[config.mk]
export PLATFORM = sky130hd
export DESIGN_NAME = button_multi_click_detector_core_flat
export DESIGN_NICKNAME = d
export VERILOG_FILES = /design/src/sv/bmcd_pkg.sv /design/src/sv/bmcd_req_if.sv /design/src/sv/bmcd_rsp_if.sv /design/src/sv/bmcd_csr_if.sv /design/src/sv/bmcd_cfg_regs.sv /design/src/sv/bmcd_step.sv /design/src/sv/bmcd_out_buf.sv /design/src/sv/button_multi_click_detector_core.sv /design/src/flat_wrapper.sv
export SDC_FILE = /design/constraint.sdc
export NUM_CORES = 1
export LEC_CHECK = 0
export ABC_AREA = 1
export BUFFER_PORTS_ARGS = -buffer_cell sky130_fd_sc_hd__buf_2
export CORE_MARGIN = 2
export CORE_UTILIZATION = 60
export CTS_BUF_LIST = sky130_fd_sc_hd__clkbuf_8
export DETAILED_ROUTE_END_ITERATION = 12
export PLACE_DENSITY = 0.79
export SETUP_SLACK_MARGIN = 0.02
export SLEW_MARGIN = 20
export SYNTH_ARGS = -nofsm -noshare
export SYNTH_HDL_FRONTEND = slang
export SYNTH_HIERARCHICAL = 1
export SYNTH_SLANG_ARGS = --single-unit
export TNS_END_PERCENT = 1
[constraint.sdc]
create_clock -name clock -period 10.6 [get_ports clock]
set_input_delay 1.06 -clock clock [delete_from_list [all_inputs] [get_ports clock]]
set_output_delay 1.06 -clock clock [all_outputs]
set_load 0.01 [all_outputs]
[src/sv/bmcd_pkg.sv]
`default_nettype none
// ----------------------------------------------------------------------------
// bmcd_pkg
// Shared widths, register indexes, event codes and types for the push-button
// click and long-press detector.
// ----------------------------------------------------------------------------
package bmcd_pkg;

   localparam int TIME_W    = 32;
   localparam int CODE_W    = 8;
   localparam int CSR_IDX_W = 8;

   // register indexes
   localparam logic [CSR_IDX_W-1:0] CSR_DEAD_WINDOW  = 8'd0;
   localparam logic [CSR_IDX_W-1:0] CSR_LONG_THRESH  = 8'd1;
   localparam logic [CSR_IDX_W-1:0] CSR_DEBOUNCE     = 8'd2;
   localparam logic [CSR_IDX_W-1:0] CSR_ACTIVE_LEVEL = 8'd3;

   // register reset values
   localparam logic [TIME_W-1:0] DEAD_WINDOW_RESET = 32'd400;
   localparam logic [TIME_W-1:0] LONG_THRESH_RESET = 32'd1000;
   localparam logic [TIME_W-1:0] DEBOUNCE_RESET    = 32'd50;
   localparam logic              ACTIVE_LVL_RESET  = 1'b0;

   // event codes
   localparam logic [CODE_W-1:0] EVT_NONE         = 8'd0;
   localparam logic [CODE_W-1:0] EVT_LONG_HOLD    = 8'd1;
   localparam logic [CODE_W-1:0] EVT_LONG_RELEASE = 8'd2;

   // click tally: idle value means no clicks pending, saturates at max
   localparam logic [CODE_W-1:0] TALLY_IDLE = 8'd2;
   localparam logic [CODE_W-1:0] TALLY_MAX  = 8'd255;

   typedef struct packed {
      logic [TIME_W-1:0] dead_window_ms;
      logic [TIME_W-1:0] long_threshold_ms;
      logic [TIME_W-1:0] debounce_threshold_ms;
      logic              active_level;
   } cfg_type;

endpackage
`default_nettype wire

[src/sv/bmcd_req_if.sv]
`default_nettype none
// ----------------------------------------------------------------------------
// bmcd_req_if
// Sample channel: timestamp and pin level with valid/ready handshake.
// ----------------------------------------------------------------------------
interface bmcd_req_if
   import bmcd_pkg::*;
   ();
   logic              valid;
   logic              ready;
   logic [TIME_W-1:0] now_ms;
   logic              pin_level;

   modport source (output valid, output now_ms, output pin_level, input ready);
   modport sink   (input valid, input now_ms, input pin_level, output ready);
endinterface
`default_nettype wire

[src/sv/bmcd_rsp_if.sv]
`default_nettype none
// ----------------------------------------------------------------------------
// bmcd_rsp_if
// Event channel: one event code per sample with valid/ready handshake.
// ----------------------------------------------------------------------------
interface bmcd_rsp_if
   import bmcd_pkg::*;
   ();
   logic              valid;
   logic              ready;
   logic [CODE_W-1:0] event_code;

   modport source (output valid, output event_code, input ready);
   modport sink   (input valid, input event_code, output ready);
endinterface
`default_nettype wire

[src/sv/bmcd_csr_if.sv]
`default_nettype none
// ----------------------------------------------------------------------------
// bmcd_csr_if
// Configuration write channel: register index and write data.
// ----------------------------------------------------------------------------
interface bmcd_csr_if
   import bmcd_pkg::*;
   ();
   logic                 valid;
   logic                 ready;
   logic [CSR_IDX_W-1:0] index;
   logic [TIME_W-1:0]    wdata;

   modport source (output valid, output index, output wdata, input ready);
   modport sink   (input valid, input index, input wdata, output ready);
endinterface
`default_nettype wire

[src/sv/bmcd_cfg_regs.sv]
`default_nettype none
// ----------------------------------------------------------------------------
// bmcd_cfg_regs
// Configuration register file; writes to unknown indexes are dropped.
// ----------------------------------------------------------------------------
module bmcd_cfg_regs
   import bmcd_pkg::*;
(
   input  wire logic                 clock,
   input  wire logic                 reset,
   input  wire logic                 wr_en,
   input  wire logic [CSR_IDX_W-1:0] wr_index,
   input  wire logic [TIME_W-1:0]    wr_data,
   output cfg_type                   cfg
);

   cfg_type cfg_ff, cfg_in;

   always_comb begin
      cfg_in = cfg_ff;
      if (wr_en) begin
         unique case (wr_index)
            CSR_DEAD_WINDOW:  cfg_in.dead_window_ms        = wr_data;
            CSR_LONG_THRESH:  cfg_in.long_threshold_ms     = wr_data;
            CSR_DEBOUNCE:     cfg_in.debounce_threshold_ms = wr_data;
            CSR_ACTIVE_LEVEL: cfg_in.active_level          = wr_data[0];
            default:          cfg_in = cfg_ff;
         endcase
      end
   end

   always_ff @(posedge clock) begin
      if (reset) begin
         cfg_ff.dead_window_ms        <= DEAD_WINDOW_RESET;
         cfg_ff.long_threshold_ms     <= LONG_THRESH_RESET;
         cfg_ff.debounce_threshold_ms <= DEBOUNCE_RESET;
         cfg_ff.active_level          <= ACTIVE_LVL_RESET;
      end else begin
         cfg_ff <= cfg_in;
      end
   end

   assign cfg = cfg_ff;

`ifndef SYNTH
   a_bad_index_ignored: assert property (@(posedge clock) disable iff (reset)
      (wr_en && wr_index != CSR_DEAD_WINDOW && wr_index != CSR_LONG_THRESH &&
       wr_index != CSR_DEBOUNCE && wr_index != CSR_ACTIVE_LEVEL) |=> $stable(cfg_ff))
      else $error("write to unknown index changed configuration");
   a_no_write_holds: assert property (@(posedge clock) disable iff (reset)
      !wr_en |=> $stable(cfg_ff))
      else $error("configuration changed without a write");
   a_reset_value: assert property (@(posedge clock)
      reset |=> (cfg_ff.dead_window_ms == DEAD_WINDOW_RESET &&
                 cfg_ff.active_level == ACTIVE_LVL_RESET))
      else $error("configuration reset value wrong");
`endif

endmodule
`default_nettype wire

[src/sv/bmcd_step.sv]
`default_nettype none
// ----------------------------------------------------------------------------
// bmcd_step
// Detector state and the per-sample update that yields one event code.
// ----------------------------------------------------------------------------
module bmcd_step
   import bmcd_pkg::*;
(
   input  wire logic              clock,
   input  wire logic              reset,
   input  wire cfg_type           cfg,
   input  wire logic              accept,
   input  wire logic [TIME_W-1:0] now_ms,
   input  wire logic              pin_level,
   output logic [CODE_W-1:0]      event_code
);

   logic [TIME_W-1:0] press_duration_ff, press_duration_in;
   logic [TIME_W-1:0] last_sample_ff, last_sample_in;
   logic [TIME_W-1:0] last_event_ff, last_event_in;
   logic              long_reported_ff, long_reported_in;
   logic [CODE_W-1:0] click_tally_ff, click_tally_in;

   logic [TIME_W-1:0] held_duration;
   logic [TIME_W-1:0] expiry_time;
   logic              was_long;
   logic              was_click;
   logic [CODE_W-1:0] tally_mid;

   always_comb begin
      press_duration_in = press_duration_ff;
      last_event_in     = last_event_ff;
      long_reported_in  = long_reported_ff;
      click_tally_in    = click_tally_ff;
      last_sample_in    = now_ms;
      event_code        = EVT_NONE;

      held_duration = press_duration_ff + (now_ms - last_sample_ff);
      was_long      = press_duration_ff > cfg.long_threshold_ms;
      was_click     = (press_duration_ff > cfg.debounce_threshold_ms) && !was_long;

      // long release drops pending clicks; a click bumps the saturating tally
      if (was_long) begin
         tally_mid = TALLY_IDLE;
      end else if (was_click && click_tally_ff != TALLY_MAX) begin
         tally_mid = click_tally_ff + 8'd1;
      end else begin
         tally_mid = click_tally_ff;
      end
      expiry_time = ((was_long || was_click) ? now_ms : last_event_ff) + cfg.dead_window_ms;

      if (pin_level == cfg.active_level) begin
         press_duration_in = held_duration;
         if (held_duration > cfg.long_threshold_ms && !long_reported_ff) begin
            event_code       = EVT_LONG_HOLD;
            long_reported_in = 1'b1;
         end
      end else begin
         if (was_long) begin
            event_code = EVT_LONG_RELEASE;
         end
         if (was_long || was_click) begin
            last_event_in = now_ms;
         end
         click_tally_in = tally_mid;
         if (now_ms > expiry_time && tally_mid > TALLY_IDLE) begin
            event_code     = tally_mid;
            click_tally_in = TALLY_IDLE;
         end
         long_reported_in  = 1'b0;
         press_duration_in = '0;
      end
   end

   always_ff @(posedge clock) begin
      if (reset) begin
         press_duration_ff <= '0;
         last_sample_ff    <= '0;
         last_event_ff     <= '0;
         long_reported_ff  <= 1'b0;
         click_tally_ff    <= TALLY_IDLE;
      end else if (accept) begin
         press_duration_ff <= press_duration_in;
         last_sample_ff    <= last_sample_in;
         last_event_ff     <= last_event_in;
         long_reported_ff  <= long_reported_in;
         click_tally_ff    <= click_tally_in;
      end
   end

`ifndef SYNTH
   a_tally_floor: assert property (@(posedge clock) disable iff (reset)
      click_tally_ff >= TALLY_IDLE)
      else $error("click tally below idle value");
   a_long_hold_latched: assert property (@(posedge clock) disable iff (reset)
      (accept && event_code == EVT_LONG_HOLD) |=> long_reported_ff)
      else $error("long hold reported without latching");
   a_release_clears: assert property (@(posedge clock) disable iff (reset)
      (accept && pin_level != cfg.active_level) |=>
         (press_duration_ff == '0 && !long_reported_ff))
      else $error("release did not clear press state");
   a_single_hold: assert property (@(posedge clock) disable iff (reset)
      (accept && long_reported_ff && pin_level == cfg.active_level) |->
         event_code == EVT_NONE)
      else $error("long hold reported twice");
`endif

endmodule
`default_nettype wire

[src/sv/bmcd_out_buf.sv]
`default_nettype none
// ----------------------------------------------------------------------------
// bmcd_out_buf
// Two-entry result buffer that parts the sample side from the event side.
// ----------------------------------------------------------------------------
module bmcd_out_buf
   import bmcd_pkg::*;
(
   input  wire logic              clock,
   input  wire logic              reset,
   input  wire logic              in_valid,
   output logic                   in_ready,
   input  wire logic [CODE_W-1:0] in_code,
   output logic                   out_valid,
   input  wire logic              out_ready,
   output logic [CODE_W-1:0]      out_code
);

   logic [CODE_W-1:0] entry_ff [2];
   logic              wr_ptr_ff, wr_ptr_in;
   logic              rd_ptr_ff, rd_ptr_in;
   logic [1:0]        count_ff, count_in;
   logic              push, pop;

   assign in_ready  = (count_ff != 2'd2);
   assign out_valid = (count_ff != 2'd0);
   assign out_code  = entry_ff[rd_ptr_ff];
   assign push      = in_valid && in_ready;
   assign pop       = out_valid && out_ready;

   always_comb begin
      wr_ptr_in = push ? ~wr_ptr_ff : wr_ptr_ff;
      rd_ptr_in = pop  ? ~rd_ptr_ff : rd_ptr_ff;
      count_in  = count_ff + {1'b0, push} - {1'b0, pop};
   end

   always_ff @(posedge clock) begin
      if (reset) begin
         wr_ptr_ff <= 1'b0;
         rd_ptr_ff <= 1'b0;
         count_ff  <= 2'd0;
      end else begin
         wr_ptr_ff <= wr_ptr_in;
         rd_ptr_ff <= rd_ptr_in;
         count_ff  <= count_in;
      end
   end

   always_ff @(posedge clock) begin
      if (push) begin
         entry_ff[wr_ptr_ff] <= in_code;
      end
   end

`ifndef SYNTH
   a_count_range: assert property (@(posedge clock) disable iff (reset)
      count_ff <= 2'd2)
      else $error("result buffer overfilled");
   a_count_track: assert property (@(posedge clock) disable iff (reset)
      (push && !pop) |=> count_ff == $past(count_ff) + 2'd1)
      else $error("result buffer count lost a push");
   a_ptr_match: assert property (@(posedge clock) disable iff (reset)
      (count_ff == 2'd0 || count_ff == 2'd2) |-> wr_ptr_ff == rd_ptr_ff)
      else $error("result buffer pointers out of step");
`endif

endmodule
`default_nettype wire

[src/sv/button_multi_click_detector_core.sv]
`default_nettype none
// ----------------------------------------------------------------------------
// button_multi_click_detector_core
// Push-button click and long-press detector: one event code per pin sample.
// ----------------------------------------------------------------------------
//  channel  | direction | payload
//  ---------+-----------+--------------------------------------
//  req_bus  | in        | now_ms[31:0], pin_level
//  rsp_bus  | out       | event_code[7:0]
//  csr_bus  | in        | index[7:0], wdata[31:0] (always ready)
//
//  one sample is taken per cycle while the result buffer has room; its event
//  code sits in the result buffer from the next cycle
//  the detector state updates in a single pass at the sample transaction
//  a two-entry result buffer keeps req_bus ready while one event waits
//  req_bus ready drops only when both buffer entries are held by rsp_bus stalls
//  synchronous reset restores register defaults and clears detector state
// ----------------------------------------------------------------------------
module button_multi_click_detector_core
   import bmcd_pkg::*;
(
   input  wire logic  clock,
   input  wire logic  reset,
   bmcd_req_if.sink   req_bus,
   bmcd_rsp_if.source rsp_bus,
   bmcd_csr_if.sink   csr_bus
);

   cfg_type           cfg;
   logic              sample_accept;
   logic              buf_ready;
   logic [CODE_W-1:0] step_code;

   assign csr_bus.ready = 1'b1;
   assign req_bus.ready = buf_ready;
   assign sample_accept = req_bus.valid && buf_ready;

   bmcd_cfg_regs u_cfg_regs (
      .clock    (clock),
      .reset    (reset),
      .wr_en    (csr_bus.valid),
      .wr_index (csr_bus.index),
      .wr_data  (csr_bus.wdata),
      .cfg      (cfg)
   );

   bmcd_step u_step (
      .clock      (clock),
      .reset      (reset),
      .cfg        (cfg),
      .accept     (sample_accept),
      .now_ms     (req_bus.now_ms),
      .pin_level  (req_bus.pin_level),
      .event_code (step_code)
   );

   bmcd_out_buf u_out_buf (
      .clock     (clock),
      .reset     (reset),
      .in_valid  (req_bus.valid),
      .in_ready  (buf_ready),
      .in_code   (step_code),
      .out_valid (rsp_bus.valid),
      .out_ready (rsp_bus.ready),
      .out_code  (rsp_bus.event_code)
   );

endmodule
`default_nettype wire

[src/flat_wrapper.sv]
// flat-port wrapper written by rule: the top's interface ports become plain ports
module button_multi_click_detector_core_flat import bmcd_pkg::*;
  (clock, reset, req_bus_valid, req_bus_now_ms, req_bus_pin_level, req_bus_ready, rsp_bus_valid, rsp_bus_event_code, rsp_bus_ready, csr_bus_valid, csr_bus_index, csr_bus_wdata, csr_bus_ready);
  bmcd_req_if req_bus_i ();
  bmcd_rsp_if rsp_bus_i ();
  bmcd_csr_if csr_bus_i ();
  input  wire logic clock;
  input  wire logic reset;
  input wire logic [$bits(req_bus_i.valid)-1:0] req_bus_valid;
  input wire logic [$bits(req_bus_i.now_ms)-1:0] req_bus_now_ms;
  input wire logic [$bits(req_bus_i.pin_level)-1:0] req_bus_pin_level;
  output wire logic [$bits(req_bus_i.ready)-1:0] req_bus_ready;
  output wire logic [$bits(rsp_bus_i.valid)-1:0] rsp_bus_valid;
  output wire logic [$bits(rsp_bus_i.event_code)-1:0] rsp_bus_event_code;
  input wire logic [$bits(rsp_bus_i.ready)-1:0] rsp_bus_ready;
  input wire logic [$bits(csr_bus_i.valid)-1:0] csr_bus_valid;
  input wire logic [$bits(csr_bus_i.index)-1:0] csr_bus_index;
  input wire logic [$bits(csr_bus_i.wdata)-1:0] csr_bus_wdata;
  output wire logic [$bits(csr_bus_i.ready)-1:0] csr_bus_ready;
  assign req_bus_i.valid = req_bus_valid;
  assign req_bus_i.now_ms = req_bus_now_ms;
  assign req_bus_i.pin_level = req_bus_pin_level;
  assign req_bus_ready = req_bus_i.ready;
  assign rsp_bus_valid = rsp_bus_i.valid;
  assign rsp_bus_event_code = rsp_bus_i.event_code;
  assign rsp_bus_i.ready = rsp_bus_ready;
  assign csr_bus_i.valid = csr_bus_valid;
  assign csr_bus_i.index = csr_bus_index;
  assign csr_bus_i.wdata = csr_bus_wdata;
  assign csr_bus_ready = csr_bus_i.ready;
  button_multi_click_detector_core u_core (.clock(clock), .reset(reset), .req_bus(req_bus_i), .rsp_bus(rsp_bus_i), .csr_bus(csr_bus_i));
endmodule
# Yosys cells after proc, flatten, opt, wreduce, memory -nomap -nowiden
# Memories as Yosys holds them, arrays and structs flattened. A register that Yosys moved wholly into a read port is not among the register bits.
# Index checks and enable logic that the tools add are counted.
[word_totals]
reg_bits = 206
ramBits = 16
inputBits = 78
out_inout_bits = 11
wordCells = 66
mem_count = 1
[mem_list]
columns = ["memory", "depth", "word_bits", "rd", "rd_clocked_by_memory_dff", "write_ports", "line_no", "source"]
rows = [
  ["u_core.u_out_buf.entry_ff", 2, 8, 1, 1, 1, "bmcd_out_buf.sv:19", "logic [CODE_W-1:0] entry_ff [2];"],
]
[classes]
addsub = 6
n_lt_le_gt_ge = 5
eq_ne = 7
n_mux = 15
bitwise = 3
n_reduce_logical = 17
[op_table]
columns = ["op", "count"]
rows = [
  ["$gt 32x32->1", 4],
  ["$add 32x32->32", 2],
  ["$mux 32", 2],
  ["$mux 8", 5],
  ["$sub 32x32->32", 1],
  ["$eq 8x2->1 const B", 2],
  ["$reduce_and 2->1", 6],
  ["$add 8x1->8 const B", 1],
  ["$eq 8x1->1 const B", 1],
  ["$gt 8x2->1 const B", 1],
  ["$logic_not 8->1", 1],
  ["$ne 8x8->1 const B", 1],
  ["$mux 1", 7],
  ["$logic_and 1x1->1", 6],
  ["$not 1->1", 3],
  ["$add 2x1->2", 1],
  ["$logic_not 1->1", 2],
  ["$mux 2", 1],
  ["$ne 2x1->1 const B", 1],
  ["$ne 2x2->1 const B", 1],
  ["$reduce_bool 2->1", 1],
  ["$sub 2x1->2", 1],
  ["$eq 1x1->1", 1],
  ["$logic_or 1x1->1", 1],
]

# Depth between registers and ports, before layout
[depth]
word_depth = 10
depth_mapped = 43
mapped_depth_nobuf = 40

# Hierarchy
# The synthesis kept the hierarchy.
[modules_own_cells]
columns = ["mod", "n_inst", "cells_each", "area_per_inst_um2", "seq_area_each_um2"]
rows = [
  ["bmcd_step", 1, 1719, 11656.2, 2102.0],
  ["bmcd_cfg_regs", 1, 570, 4051.4, 1941.9],
  ["bmcd_out_buf", 1, 62, 875.8, 580.6],
  ["button_multi_click_detector_core", 1, 4, 18.8, 0.0],
]

# Worst setup path after synthesis
# No wires, ideal clock.
[synth_timing]
kind = "reg-to-reg"
from = "register u_core.u_cfg_regs.cfg_ff (netlist bit u_core/u_cfg_regs/cfg[56])"
to = "memory u_core.u_out_buf.entry_ff[0][1] (data pin)"
setup_ps = 147
t_arrival_ps = 5294
t_required_ps = 10453
slack_ps = 5159
path_stages_with_launch = 36
n_path_buf = 3
period_less_slack_ps = 5441
path_cell_list = "dfxtp_1 > inv_1 > ha_1 > nand2_1 > nor2_1 > nand4_1 > nor3b_2 > nand3b_1 > nand2_2 > buf_4 > nand2_4 > buf_2 > o21ai_1 > ha_1 > inv_1 > fa_1 > nor4_1 > nor2_1 > o21ai_2 > a21boi_1 > o21ai_0 > nand2_1 > o21ai_1 > nand2_1 > nand2_1 > xnor2_1 > ha_1 > nand2_1 > inv_1 > nand4_1 > nor4_1 > nand2_1 > a22oi_1 > nand2_2 > buf_6 > a21oi_2"
[synth_between]
elab_chain_cells = 10
word_cells_on_any_way = 15
cone_classes = "add/sub: 1; order compare: 3; mux: 6; reduce/logical: 5"
[synth_lines]
columns = ["item", "line_no", "source"]
rows = [
  ["start: declaration", "bmcd_cfg_regs.sv:17", "cfg_type cfg_ff, cfg_in;"],
  ["start signal: assignment", "bmcd_cfg_regs.sv:39", "cfg_ff <= cfg_in;"],
  ["$gt 32x32->1 *", "bmcd_step.sv:39", "was_long = press_duration_ff > cfg.long_threshold_ms;"],
  ["$logic_not 1->1", "bmcd_step.sv:40", "was_click = (press_duration_ff > cfg.debounce_threshold_ms) && !was_long;"],
  ["$logic_and 1x1->1", "bmcd_step.sv:40", ""],
  ["$logic_or 1x1->1 / $logic_and 1x1->1 (equally long branches)", "bmcd_step.sv:50, bmcd_step.sv:45", ""],
  ["$mux 32 / $mux 8 (equally long branches)", "n/a", ""],
  ["$add 32x32->32 / $mux 8 (equally long branches)", "bmcd_step.sv:50, bmcd_step.sv:43", ""],
  ["$gt 32x32->1 / $gt 8x2->1 (equally long branches)", "bmcd_step.sv:66", "if (now_ms > expiry_time && tally_mid > TALLY_IDLE) begin"],
  ["$logic_and 1x1->1", "bmcd_step.sv:66", ""],
  ["$mux 8 *", "bmcd_step.sv:66", ""],
  ["$mux 8 *", "bmcd_step.sv:52", "if (pin_level == cfg.active_level) begin"],
  ["net u_core.step_code[1]", "button_multi_click_detector_core.sv:32", "logic [CODE_W-1:0] step_code;"],
  ["end: declaration", "bmcd_out_buf.sv:19", ""],
]
# Mark *: on every way through the listed nets, which the timed path passes. The rest lies on a longest branch.

# Worst setup path in the final report
[layout_timing]
from = "register u_core.u_cfg_regs.cfg_ff (netlist bit u_core/u_cfg_regs/cfg[64])"
to = "memory u_core.u_out_buf.entry_ff[1][0] (data pin)"
[layout_between]
elab_chain_cells = 10
word_cells_on_any_way = 17
cone_classes = "add/sub: 1; order compare: 4; mux: 6; reduce/logical: 6"
[layout_lines]
columns = ["item", "line_no"]
rows = [
  ["$gt 32x32->1", "bmcd_step.sv:39"],
  ["$logic_not 1->1", "bmcd_step.sv:40"],
  ["$logic_and 1x1->1", "bmcd_step.sv:40"],
  ["$logic_or 1x1->1 / $logic_and 1x1->1 (equally long branches)", "bmcd_step.sv:50, bmcd_step.sv:45"],
  ["$mux 32 / $mux 8 (equally long branches)", "n/a"],
  ["$add 32x32->32 / $mux 8 (equally long branches)", "bmcd_step.sv:50, bmcd_step.sv:43"],
  ["$gt 32x32->1 / $gt 8x2->1 (equally long branches)", "bmcd_step.sv:66"],
  ["$logic_and 1x1->1", "bmcd_step.sv:66"],
  ["$mux 8", "bmcd_step.sv:66"],
  ["$mux 8 *", "bmcd_step.sv:52"],
  ["net u_core.step_code[0]", "button_multi_click_detector_core.sv:32"],
]
# Marked as above.

==> impl_metrics.ini <==
[clocking]
clkSinkCount = 223
cts_inserted_buffers = 42
cts_max_path_buffers = 3
post_cts_buffers = 0
cts_hold_buffers = 0
insertion_delay_ns = 0.56
clock_tree.htree_level_count = 2
clockRootBuffer = sky130_fd_sc_hd__clkbuf_8
tritoncts = yes
cts.clk_slew.worst_paths_ns = 0.06
post_cts_resized = 0

[sta]
finalWorstSetupSlack_ns = 3.57
timing.max_slew.rel_slack_pct = 25.7
timing.hold.ws_ns = 0.458
fmax_ghz = 0.142
fin_worst_skew_ns = 0.0110
grt_setup_unrepaired = no
fin_crit_share_pct = 66.4
report.final.hold_viol_count = 0
tightest_slew_ns = 1.11
setup_viol = 0
finalMaxSlewViolations = 0
fin_setup_tns_ns = 0
finalWorstPathRequiredPeriod_ns = 7.03

[floorplanning]
die-area_sq_um = 29000
placeableCoreArea_sq_um = 27000
num_rows = 60
floorplan.initialDensity_pct = 61.4
chipHeight_microns = 170
design.portCount = 89
die_width_microns = 170

[setup_path]
cp-start-kind = flop
critical_path_cell_count = 32
regToRegStartpoint = u_core/u_cfg_regs/cfg[64]$_SDFFE_PP0P_
setup.worst_path.end = u_core/u_out_buf/entry_ff[1][0]$_DFFE_PP_
worstSetupStartpoint = u_core/u_cfg_regs/cfg[64]$_SDFFE_PP0P_
worstReg2RegEnd = u_core/u_out_buf/entry_ff[1][0]$_DFFE_PP_
critical_path_class = reg2reg
worstSetupEndpointType = flop
timing.reg2reg.worst_path_depth = 32
cp_common_cell = sky130_fd_sc_hd__nand2_1
worst_path_dominant_cell_family = simple AND/OR/NAND/NOR gates
critPathSlowestCell = sky130_fd_sc_hd__nand2_4
largest_stage_delay_on_the_critical_path_ns = 0.47
cp_data_required_time_ns = 10.96
critical_path.max_fanout = 64
register_to_register_setup_slack_ns = 3.57
critPathArrivalTime_ns = 7.40
cp.buffers_inverters = 3

[place]
place_inst = 2707
place.detailed.hpwl_microns = 35400
port_buffers = 87
gp_congestion = 1.01
dp_worst_setup_slack_ns = 3.70

[route]
drt_pre_antenna_iters = 6
wire_length_per_cell_after_detailed_routing_microns = 17.1
routed_wl_microns = 47500
number_of_nets_still_failing_antenna_checks_after_routing = 0
dr_total_vias = 15926
drt_iter0_markers = 1619
route.detailed.vias_per_inst = 5.74
drcViolationCount = 0

[global_route]
globalRoute.totalOverflow = 0
grt_start_max_net_pins = 98
grt_antenna_before_repair = 0
first_pass_grt_wire_length_microns = 75500
global_route.usage.total_pct = 32.8
grt_pass1_vias = 14751

[power]
power.density_nw_per_um2 = 308
leakage_nw = 8.66
peakVddDrop_v = 0.000244

[synth]
yosysMostFrequentCell = sky130_fd_sc_hd__nand2_1
synth_async_sr_flop_share_pct = 0
synth-warning-count = 6
synthesis.area_per_instance_sq_um = 7.05
synthDominantCellAreaShare_pct = 25.0
synth.area.top_cells = sky130_fd_sc_hd__dfxtp_1 (25%), sky130_fd_sc_hd__ha_1 (15%), sky130_fd_sc_hd__nand2_1 (10%)
synth_enable_flop_cells = 16
netlist_area_sq_um = 16600
yosys_most_used_dff = sky130_fd_sc_hd__dfxtp_1
synth_nets = 2659
synth.yosys.seq_area_share_pct = 27.9
post_synth_cell_types = 55
synth_largest_area_cell = sky130_fd_sc_hd__dfxtp_1
synth_cells = 2355
seq_cells_post_synth = 223
synthTopCellsByCount = sky130_fd_sc_hd__nand2_1 (454), sky130_fd_sc_hd__inv_1 (369), sky130_fd_sc_hd__a21oi_1 (276), sky130_fd_sc_hd__dfxtp_1 (207), sky130_fd_sc_hd__ha_1 (194)

[cells_and_area]
area_growth_syn_to_layout_pct = 8.09
finish.net_count = 2714
layout-drive-gt1-share_pct = 8.21
diodes = 0
finish.cell_count_without_fillers = 2776

[hold_path]
timing.hold.worst.class = reg2reg

[run_status]
status = finished clean

[flow_run]
cap_violations = 0
## sequential cells by signal, indices dropped and copies added (netlist names), named ones only
register,count
u_core/u_cfg_regs/cfg,97
u_core/u_out_buf/count_ff,2
u_core/u_out_buf/entry_ff,16
u_core/u_out_buf/rd_ptr_ff,1
u_core/u_out_buf/wr_ptr_ff,1
u_core/u_step/click_tally_ff,8
u_core/u_step/last_event_ff,32
u_core/u_step/last_sample_ff,32
u_core/u_step/long_reported_ff,1
u_core/u_step/press_duration_ff,32
## where the power goes
part | internal [mW] | leakage (nW) | switching, mW
registers | 0.974 | 1.84 | 0.0917
clock network | 0.456 | 0.459 | 0.380
logic | 1.28 | 6.37 | 2.34
total | 2.71 | 8.66 | 2.82
## cell type report
| cell class | instances | area [sq um] |
|---|---|---|
| clock buffers | 51 | 702 |
| clock inverters | 18 | 108 |
| fillers | 2388 | 9080 |
| inverters | 375 | 1410 |
| multi-input cells | 1669 | 10200 |
| flip-flops and latches | 223 | 4620 |
| well taps | 341 | 427 |
| repair buffers | 99 | 526 |
## kinds of logic after synthesis
family                     after synthesis  share of synthesized area (%)
AOI/OAI and AO/OA                      488                           15.9
xor gates and xnor gates                61                           3.22
adders and majority gates              226                           18.5
buffers and inverters                  463                           11.1
DFF                                    223                           27.9
muxes                                    8                          0.724
other                                    1                         0.0226
and+or+nand+nor                        885                           22.7
## metrics by stage
step                      cell area (sq um)  total power [mW]  util, %
after global placement                17100              4.52     63.4
after detailed placement              17100              4.62     63.4
after global routing                  17900              6.04     66.4
final                                 17900              5.53     66.4
after floorplan                       16600              3.80        -
after CTS                             17900              5.48     66.4
## routing by layer
| metal | track usage, % | share of wire [%] | up-vias |
|---|---|---|---|
| li1 | - | - | 7816 |
| met1 | 47.3 | 46 | 7383 |
| met2 | 50.6 | 43 | 639 |
| met3 | 5.58 | 9.0 | 88 |
| met4 | 8.84 | 2.1 | 0 |
| met5 | 0 | 0 | - |
## placed cells by master (no fill, tap or decap), types with 6 or more instances in the layout
cell type	n
sky130_fd_sc_hd__a21o_1	11
sky130_fd_sc_hd__a21oi_1	276
sky130_fd_sc_hd__a31oi_1	13
sky130_fd_sc_hd__buf_2	87
sky130_fd_sc_hd__buf_4	12
sky130_fd_sc_hd__clkbuf_8	51
sky130_fd_sc_hd__dfxtp_1	207
sky130_fd_sc_hd__edfxtp_1	16
sky130_fd_sc_hd__fa_1	32
sky130_fd_sc_hd__ha_1	194
sky130_fd_sc_hd__inv_1	382
sky130_fd_sc_hd__mux2_4	8
sky130_fd_sc_hd__nand2_1	454
sky130_fd_sc_hd__nand2_2	6
sky130_fd_sc_hd__nand3_1	177
sky130_fd_sc_hd__nand4_1	21
sky130_fd_sc_hd__nor2_1	175
sky130_fd_sc_hd__nor3_1	15
sky130_fd_sc_hd__nor4_1	7
sky130_fd_sc_hd__o21a_1	7
sky130_fd_sc_hd__o21ai_0	106
sky130_fd_sc_hd__o21ai_1	33
sky130_fd_sc_hd__o21bai_1	8
sky130_fd_sc_hd__xnor2_1	23
sky130_fd_sc_hd__xor2_1	38
## tightest hold or removal path: cells and delay by family, from the launching register on
kind | cells | cell delay, ns
flops | 1 | 0.32
simple gates | 2 | 0.10
## worst min path at each step
stage	startpoint	to	slack [ns]	cells past startpoint
after global routing	u_core/u_cfg_regs/cfg[2]$_SDFFE_PP1P_	u_core/u_cfg_regs/cfg[2]$_SDFFE_PP1P_	0.49	2
final	u_core/u_cfg_regs/cfg[42]$_SDFFE_PP1P_	u_core/u_cfg_regs/cfg[42]$_SDFFE_PP1P_	0.46	2
after detailed placement	u_core/u_cfg_regs/cfg[42]$_SDFFE_PP1P_	u_core/u_cfg_regs/cfg[42]$_SDFFE_PP1P_	0.45	2
after floorplan	u_core/u_step/last_event_ff[27]$_SDFFE_PP0P_	u_core/u_step/last_event_ff[27]$_SDFFE_PP0P_	0.42	2
after global placement	u_core/u_step/last_event_ff[27]$_SDFFE_PP0P_	u_core/u_step/last_event_ff[27]$_SDFFE_PP0P_	0.44	2
after CTS	u_core/u_cfg_regs/cfg[42]$_SDFFE_PP1P_	u_core/u_cfg_regs/cfg[42]$_SDFFE_PP1P_	0.46	2
Note: power is estimated with default switching activity, not from simulation.
